--- src/sv/fsf_pkg.sv ---
// fsf_pkg: shared widths, mode codes, command and box types, state enums
// for the shape fill engine; no dependencies
`default_nettype none
package fsf_pkg;

    localparam int FRAME_WIDTH_DEF  = 128;
    localparam int FRAME_HEIGHT_DEF = 128;

    localparam int MODE_W   = 3;
    localparam int COORD_W  = 12;
    localparam int RADIUS_W = 11;
    localparam int THICK_W  = 10;
    localparam int COLOR_W  = 24;

    // signed width for unclipped box arithmetic, pixel deltas and squared sums
    localparam int CALC_W  = 14;
    localparam int DELTA_W = 14;
    localparam int SQ_W    = 27;

    localparam logic [MODE_W-1:0] MODE_READ     = 3'd0;
    localparam logic [MODE_W-1:0] MODE_SET      = 3'd1;
    localparam logic [MODE_W-1:0] MODE_FILL_ALL = 3'd2;
    localparam logic [MODE_W-1:0] MODE_RECT     = 3'd3;
    localparam logic [MODE_W-1:0] MODE_DISC     = 3'd4;
    localparam logic [MODE_W-1:0] MODE_OUT_IN   = 3'd5;
    localparam logic [MODE_W-1:0] MODE_OUT_OUT  = 3'd6;

    typedef struct packed {
        logic [MODE_W-1:0]         mode;
        logic signed [COORD_W-1:0] x_first;
        logic signed [COORD_W-1:0] y_first;
        logic signed [COORD_W-1:0] x_second;
        logic signed [COORD_W-1:0] y_second;
        logic [RADIUS_W-1:0]       radius;
        logic [THICK_W-1:0]        thickness;
        logic [COLOR_W-1:0]        color;
    } t_cmd;

    typedef struct packed {
        logic signed [CALC_W-1:0] x0;
        logic signed [CALC_W-1:0] y0;
        logic signed [CALC_W-1:0] x1;
        logic signed [CALC_W-1:0] y1;
    } t_box;

    typedef struct packed {
        logic start;
        logic disc;
    } t_rast_cmd;

    typedef enum logic [2:0] {
        ST_CLEAR,
        ST_IDLE,
        ST_ADDR,
        ST_PIX,
        ST_READ,
        ST_BOX,
        ST_RUN,
        ST_DONE
    } t_ctl_state;

    typedef enum logic [1:0] {
        RS_IDLE,
        RS_SETUP,
        RS_SCAN
    } t_rast_state;

endpackage
`default_nettype wire

--- src/sv/fsf_raster.sv ---
// fsf_raster: clips one half-open box to the frame and scans it one pixel per
// cycle, with an optional disc test kept by incremental squares; uses fsf_pkg
`default_nettype none
module fsf_raster #(
    parameter int FRAME_WIDTH  = fsf_pkg::FRAME_WIDTH_DEF,
    parameter int FRAME_HEIGHT = fsf_pkg::FRAME_HEIGHT_DEF,
    parameter int AW           = $clog2(FRAME_WIDTH * FRAME_HEIGHT)
) (
    input  wire logic                                   i_clk,
    input  wire logic                                   i_rst_n,
    input  wire fsf_pkg::t_rast_cmd                     i_cmd,
    input  wire fsf_pkg::t_box                          i_box,
    input  wire logic signed [fsf_pkg::COORD_W-1:0]     i_cx,
    input  wire logic signed [fsf_pkg::COORD_W-1:0]     i_cy,
    input  wire logic [fsf_pkg::RADIUS_W-1:0]           i_radius,
    output logic                                        o_we,
    output logic [AW-1:0]                               o_addr,
    output logic                                        o_done
);

    localparam int CW  = fsf_pkg::CALC_W;
    localparam int DW  = fsf_pkg::DELTA_W;
    localparam int SQW = fsf_pkg::SQ_W;
    localparam int RW  = fsf_pkg::RADIUS_W;
    localparam int XC  = $clog2(FRAME_WIDTH + 1);
    localparam int YC  = $clog2(FRAME_HEIGHT + 1);
    localparam logic signed [CW-1:0] W_S = CW'(FRAME_WIDTH);
    localparam logic signed [CW-1:0] H_S = CW'(FRAME_HEIGHT);

    fsf_pkg::t_rast_state r_state, n_state;

    logic [XC-1:0]               r_x0, r_x1, r_x;
    logic [YC-1:0]               r_y1, r_y;
    logic                        r_empty, r_disc;
    logic signed [DW-1:0]        r_cx, r_cy;
    logic [RW-1:0]               r_radius;
    logic [AW-1:0]               r_row_base;
    logic signed [DW-1:0]        r_dx, r_dx_start, r_dy;
    logic signed [SQW-1:0]       r_dx2, r_dx2_start, r_dy2, r_r2;

    logic signed [CW-1:0]        w_x0c, w_y0c, w_x1c, w_y1c;
    logic signed [DW-1:0]        w_dx0, w_dy0;
    logic signed [2*DW-1:0]      w_dx0_sq, w_dy0_sq;
    logic [2*RW-1:0]             w_r_sq;
    logic [AW-1:0]               w_row_base;
    logic signed [SQW-1:0]       w_sum;
    logic                        w_x_last, w_y_last;

    // clip against the frame
    assign w_x0c = (i_box.x0 < 0)   ? '0  : i_box.x0;
    assign w_y0c = (i_box.y0 < 0)   ? '0  : i_box.y0;
    assign w_x1c = (i_box.x1 > W_S) ? W_S : i_box.x1;
    assign w_y1c = (i_box.y1 > H_S) ? H_S : i_box.y1;

    // setup arithmetic
    assign w_dx0      = $signed({{(DW-XC){1'b0}}, r_x0}) - r_cx;
    assign w_dy0      = $signed({{(DW-YC){1'b0}}, r_y}) - r_cy;
    assign w_dx0_sq   = w_dx0 * w_dx0;
    assign w_dy0_sq   = w_dy0 * w_dy0;
    assign w_r_sq     = r_radius * r_radius;
    assign w_row_base = AW'(r_y) * AW'(FRAME_WIDTH);

    assign w_sum    = r_dx2 + r_dy2;
    assign w_x_last = (XC'(r_x + 1'b1) == r_x1);
    assign w_y_last = (YC'(r_y + 1'b1) == r_y1);
    assign o_addr   = r_row_base + AW'(r_x);

    always_ff @(posedge i_clk) begin
        if (!i_rst_n) begin
            r_state <= fsf_pkg::RS_IDLE;
        end else begin
            r_state <= n_state;
        end
    end

    always_comb begin
        n_state = r_state;
        o_we    = 1'b0;
        o_done  = 1'b0;
        unique case (r_state)
            fsf_pkg::RS_IDLE: begin
                if (i_cmd.start) begin
                    n_state = fsf_pkg::RS_SETUP;
                end
            end
            fsf_pkg::RS_SETUP: begin
                if (r_empty) begin
                    o_done  = 1'b1;
                    n_state = fsf_pkg::RS_IDLE;
                end else begin
                    n_state = fsf_pkg::RS_SCAN;
                end
            end
            fsf_pkg::RS_SCAN: begin
                o_we = !r_disc || (w_sum <= r_r2);
                if (w_x_last && w_y_last) begin
                    o_done  = 1'b1;
                    n_state = fsf_pkg::RS_IDLE;
                end
            end
            default: begin
                n_state = fsf_pkg::RS_IDLE;
            end
        endcase
    end

    always_ff @(posedge i_clk) begin
        case (r_state)
            fsf_pkg::RS_IDLE: begin
                if (i_cmd.start) begin
                    r_empty  <= (w_x0c >= w_x1c) || (w_y0c >= w_y1c);
                    r_x0     <= XC'(w_x0c);
                    r_x      <= XC'(w_x0c);
                    r_x1     <= XC'(w_x1c);
                    r_y      <= YC'(w_y0c);
                    r_y1     <= YC'(w_y1c);
                    r_disc   <= i_cmd.disc;
                    r_cx     <= DW'(i_cx);
                    r_cy     <= DW'(i_cy);
                    r_radius <= i_radius;
                end
            end
            fsf_pkg::RS_SETUP: begin
                r_row_base  <= w_row_base;
                r_dx        <= w_dx0;
                r_dx_start  <= w_dx0;
                r_dy        <= w_dy0;
                r_dx2       <= SQW'(w_dx0_sq);
                r_dx2_start <= SQW'(w_dx0_sq);
                r_dy2       <= SQW'(w_dy0_sq);
                r_r2        <= SQW'(w_r_sq);
            end
            fsf_pkg::RS_SCAN: begin
                if (w_x_last) begin
                    r_x   <= r_x0;
                    r_dx  <= r_dx_start;
                    r_dx2 <= r_dx2_start;
                    if (!w_y_last) begin
                        r_y        <= YC'(r_y + 1'b1);
                        r_row_base <= r_row_base + AW'(FRAME_WIDTH);
                        r_dy       <= r_dy + DW'(1);
                        r_dy2      <= r_dy2 + (SQW'(r_dy) <<< 1) + SQW'(1);
                    end
                end else begin
                    r_x   <= XC'(r_x + 1'b1);
                    r_dx  <= r_dx + DW'(1);
                    r_dx2 <= r_dx2 + (SQW'(r_dx) <<< 1) + SQW'(1);
                end
            end
            default: begin
            end
        endcase
    end

endmodule
`default_nettype wire
--- config.mk ---
export PLATFORM = sky130hd
export DESIGN_NAME = fsf_raster
export DESIGN_NICKNAME = d
export VERILOG_FILES = /design/src/sv/fsf_pkg.sv /design/src/sv/fsf_raster.sv
export SDC_FILE = /design/constraint.sdc
export NUM_CORES = 1
export LEC_CHECK = 0
export BUFFER_PORTS_ARGS = -buffer_cell sky130_fd_sc_hd__buf_2
export CORE_MARGIN = 5
export CORE_UTILIZATION = 65
export CTS_CLUSTER_DIAMETER = 40
export DETAILED_ROUTE_END_ITERATION = 8
export PLACE_DENSITY_LB_ADDON = 0.1
export SLEW_MARGIN = 25
export SYNTH_ARGS = -nofsm -noshare
export SYNTH_HDL_FRONTEND = slang
export SYNTH_SLANG_ARGS = --single-unit
--- constraint.sdc ---
create_clock -name i_clk -period 11 [get_ports i_clk]
set_input_delay 2.2 -clock i_clk [delete_from_list [all_inputs] [get_ports i_clk]]
set_output_delay 2.2 -clock i_clk [all_outputs]
set_load 0.01 [all_outputs]
# Word-level counts from Yosys, hierarchy flattened
# Cells that the tools add are included.
totals:
  wordCells: 94
  inputBits: 95
  out_inout_bits: 16
  ff_bits: 237
op_classes:
  n_lt_le_gt_ge: 7
  n_eq_ne: 8
  n_mul: 3
  reduce_logical: 12
  add_sub_neg: 13
  mux: 32
op_table:
  columns: ["op", "count"]
  rows:
  - ["14-bit 2-to-1 mux", 9]
  - ["27-bit one-hot mux with 2 select lines", 2]
  - ["14-bit one-hot mux with 2 select lines", 3]
  - ["27-bit 2-to-1 mux", 3]
  - ["27-bit by 15-bit adder with 27-bit output", 2]
  - ["27-bit by 2-bit adder with 27-bit output (second input constant)", 2]
  - ["13-bit by 13-bit multiplier with 26-bit output", 2]
  - ["8-bit 2-to-1 mux", 5]
  - ["8-bit one-hot mux with 2 select lines", 2]
  - ["14-bit by 2-bit adder with 14-bit output (second input constant)", 2]
  - ["14-bit greater-or-equal comparator", 2]
  - ["14-bit by 9-bit > comparator with 1-bit output (second input constant)", 2]
  - ["14-bit by 1-bit less-than comparator with 1-bit output (second input constant)", 2]
  - ["27-bit adder", 1]
  - ["27-bit by 23-bit <= comparator with 1-bit output", 1]
  - ["9-bit by 12-bit subtractor with 13-bit output", 2]
  - ["11-bit by 11-bit multiplier with 22-bit output", 1]
  - ["8-bit by 1-bit adder with 8-bit output (second input constant)", 2]
  - ["8-bit == test", 2]
  - ["14-bit by 8-bit adder with 14-bit output", 1]
  - ["14-bit by 8-bit adder with 14-bit output (second input constant)", 1]
  - ["2-bit != test (second input constant)", 4]
  - ["2-bit 2-to-1 mux", 3]
  - ["2-bit one-hot mux with 3 select lines", 1]
  - ["12 further kinds", 18]

# Logic depth before layout (Yosys ltp)
logic_depth:
  word_depth: 5
  depth_mapped: 35
  depth_no_buf: 35

# Worst setup path after synthesis
# No wires, ideal clock.
synth_path:
  kind: "register to register"
  start: "register r_y[0]"
  end: "register r_dy2[23], data pin"
  setup_slack_ns: 2.916
  period_less_slack_ns: 8.084
  n_path_buf: 1
  setup_time_ns: 0.265
  stages_incl_launch_ff: 31
  required_time_ns: 10.735
  arrival_time_ns: 7.819
  path_cell_list: "edfxtp_1 > inv_1 > ha_1 > fa_1 > nor2b_1 > o21ai_1 > a21boi_0 > o21ai_0 > a21boi_1 > nor2_1 > o21a_1 > clkbuf_1 > nand2_1 > inv_1 > fa_1 > inv_1 > fa_1 > inv_1 > fa_1 > fa_1 > fa_1 > ha_1 > ha_1 > or4_1 > a211oi_1 > o31ai_1 > a221o_1 > a21oi_1 > o21bai_1 > xnor2_1 > o21ai_1"
synth_between:
  elab_chain_cells: 3
synth_rtl:
  columns: ["element", "line", "rtl"]
  rows:
  - ["from (decl)", "fsf_raster.sv:33", "logic [YC-1:0] r_y1, r_y;"]
  - ["from (signal assigned)", "fsf_raster.sv:115", "r_y <= YC'(w_y0c);"]
  - ["from (signal assigned)", "fsf_raster.sv:139", "r_y <= YC'(r_y + 1'b1);"]
  - ["9-bit by 12-bit subtractor with 13-bit output", "fsf_raster.sv:57", "assign w_dy0 = $signed({{(DW-YC){1'b0}}, r_y}) - r_cy;"]
  - ["13-bit by 13-bit multiplier with 26-bit output", "fsf_raster.sv:59", "assign w_dy0_sq = w_dy0 * w_dy0;"]
  - ["27-bit one-hot mux with 2 select lines", "fsf_raster.sv:108", "case (r_state)"]
  - ["to (signal assigned)", "fsf_raster.sv:130", "r_dy2 <= SQW'(w_dy0_sq);"]
  - ["to (signal assigned)", "fsf_raster.sv:142", "r_dy2 <= r_dy2 + (SQW'(r_dy) <<< 1) + SQW'(1);"]
  - ["to (decl)", "fsf_raster.sv:39", "logic signed [SQW-1:0] r_dx2, r_dx2_start, r_dy2, r_r2;"]
# Every way passes these cells.
# A chain may end at the register's enable or synchronous reset.

# Final worst setup path
# Same ends and word-level chain as after synthesis.

==> metrics.txt <==
initial core utilization=65.6%; Netlist Area Pre-Place=29700 µm²; post-synth net total=3912; Post-synth top flop=edfxtp_1; vias in the first global route=23883; gr usage total=27.5%; Slew HR=31.5%; HPWL Detailed=53600 µm; synth unique cells=76; Cell Area, Placed=30900 µm²; gpl congestion=0.926; top cells by area, synth=fa_1 24%, edfxtp_1 23%, ha_1 14%, inv_1 7.3%, xnor2_1 4.1%; Async SR Flop Fraction=0%; Area Overhead vs Synth=8.85%; final standard cell area without fillers=32300 µm²; Vias per Instance=5.75; GR peak layer=met2; routed vias=22287; CTS clock-pin slew for the worst setup and hold paths=0.06 ns; WL final=67700 µm; average instance area after synthesis=9.50 µm²; Yosys Warn Count=0; worst skew pair latency=0.57 ns; Hold WC Path Type=flop to flop; Nets=4023; Die X=224 µm; WP data arrival=9.39 ns; largest net degree at the start of global routing=103; Starting DRT DRC Count=1443; Yosys reg bits=226; initial antenna violation count=2; Fmax=110 MHz; H-tree depth=2; DRT Pass-1 Iters=6; status=finished, final reports clean; Clock Skew=0.0224 ns; CTS Buffer Depth=3; met1 Use GR=34.3%; first-pass GRT wire length=113000 µm; crit share post-route=82.9%; Routed Antenna Nets=0; WS Path Type=flop to flop; drt drc=0; routed length per placed instance=17.5 µm; GR Util met3=5.32%; hold_buf cts=0; commonest non-fill, non-tap cell in the layout=inv_1; FILL cells=3409; Reg area=6770 µm²; crit-path leading delay family=adder cells; Resize count post-CTS=0; # IOs=111; min cycle time layout=9.12 ns; sequential element share of the synthesized area=22.8%; CTS tree=built; Synth top area share=23.7%; CP most frequent cell=fa_1; setup_tns=0 ns; number of synthesized flops with an enable pin=224; crit-path max cell delay=0.84 ns; worst-path fanout max=18; worst slew pin tran=1.03 ns; RSZ-0062 raised after global routing=no; CP bufs+invs=4; Clock Sinks=226; grt ovf=0; Num CTS Buffers=43; grt met2 use=48.4%; Final Hold Violating Endpoints=0; Root Buffer=clkbuf_16; CP endpoint kind=flop; max_cap viols=0; startpoint types=flop; post-CTS setup buffers=0; Mapped Cells=3126; Required @ worst endpoint=11.27 ns; max-slew violation count=0; area leader, netlist=fa_1; Max stage delay cell, worst path=fa_1; # setup viols final=0; area of the multi-input gates=20500 µm²; ratio of cells with drive above 1 in the final layout=8.04%; Die ar.=50100 µm²; Port Buffers=110; commonest non-fill, non-tap cells in the layout=574 x inv_1, 352 x fa_1, 336 x ha_1, 266 x nand2_1, 224 x edfxtp_1; die height=224 µm; Core ar.=45300 µm²; Rows=78
==> layer usage <==
metal  vias up  share of wire (%)
li1      10539                  -
met1     10978                 41
met2       624                 50
met3       144                6.4
met4         2                3.1
met5         -              0.030
==> cells by family (layout without fill, tap and decap cells) <==
logic type | count (synthesis) | after routing | share of synthesized area (%)
fa+ha+maj | 691 | 691 | 38.0
flops | 226 | 226 | 22.8
other cells | 1 | 2 | 0.0126
xor+xnor | 222 | 222 | 6.55
simple gates | 792 | 792 | 12.4
compound gates | 517 | 517 | 11.2
buf+inv | 659 | 805 | 8.42
mux | 18 | 18 | 0.645
==> state kept, by name, summed over array words and instances (netlist names), 11 cells and up <==
register,cells
r_dx,14
r_dx2_start,24
r_dx_start,13
r_cy,12
r_dy,14
r_cx,12
r_r2,21
r_dx2,27
r_radius,11
r_dy2,27
==> cell type report <==
| type | count | share of cell area (%) |
|---|---|---|
| Multi-Input combinational cell | 2241 | 63.3 |
| Sequential cell | 226 | 20.9 |
| Inverter | 591 | 6.86 |
| Clock buffer | 49 | 3.49 |
| Tap cell | 600 | 2.32 |
| Timing Repair Buffer | 134 | 2.27 |
| Clock inverter | 31 | 0.813 |
| Antenna cell | 1 | 0.00774 |
==> synth_stat cells (all sizes together), types with 11 or more instances <==
| cell | instances |
|---|---|
| nor3 | 39 |
| o21bai | 21 |
| clkinv | 12 |
| nand3 | 51 |
| xnor2 | 139 |
| o211ai | 21 |
| fa | 352 |
| a211oi | 23 |
| xor2 | 83 |
| nand4 | 19 |
| and3 | 19 |
| nor2b | 52 |
| o21a | 19 |
| nand2 | 266 |
| edfxtp | 224 |
| inv | 579 |
| a21o | 69 |
| clkbuf | 58 |
| nand2b | 34 |
| nor2 | 218 |
| or2 | 16 |
| and2 | 44 |
| ha | 339 |
| o21ai | 106 |
| o22ai | 11 |
| a21boi | 11 |
| a31oi | 24 |
| a21oi | 150 |
==> final timing paths <==
path                        endpoint  slack, ns               startpoint  depth (start not counted)
max              r_dy2[23]$_DFFE_PP_       1.88         r_y[0]$_DFFE_PP_                         29
max reg2reg      r_dy2[23]$_DFFE_PP_       1.88         r_y[0]$_DFFE_PP_                         29
min          r_state[0]$_SDFFE_PN0P_       0.52  r_state[0]$_SDFFE_PN0P_                          2
min reg2reg  r_state[0]$_SDFFE_PN0P_       0.52  r_state[0]$_SDFFE_PN0P_                          2
==> stage by stage <==
step	utilization [%]	std cells	setup WS, ns	hold slack [ns]
after floorplan	-	3126	2.92	0.464
after global placement	68.3	3792	2.24	0.493
after detailed placement	68.3	3792	1.97	0.506
after CTS	71.4	3872	1.92	0.520
after global routing	71.4	3872	1.30	0.546
final	71.4	3873	1.88	0.518
==> worst min-delay path: cells and delay by family, from the launching register on <==
family | cells | cell delay (ns)
AOI/OAI and AO/OA | 1 | 0.05
DFF | 1 | 0.36
and+or+nand+nor | 1 | 0.07
Power is left out: the tool's default activity adds up to more than one toggle a clock period on the data nets, which glitch-free logic cannot reach.
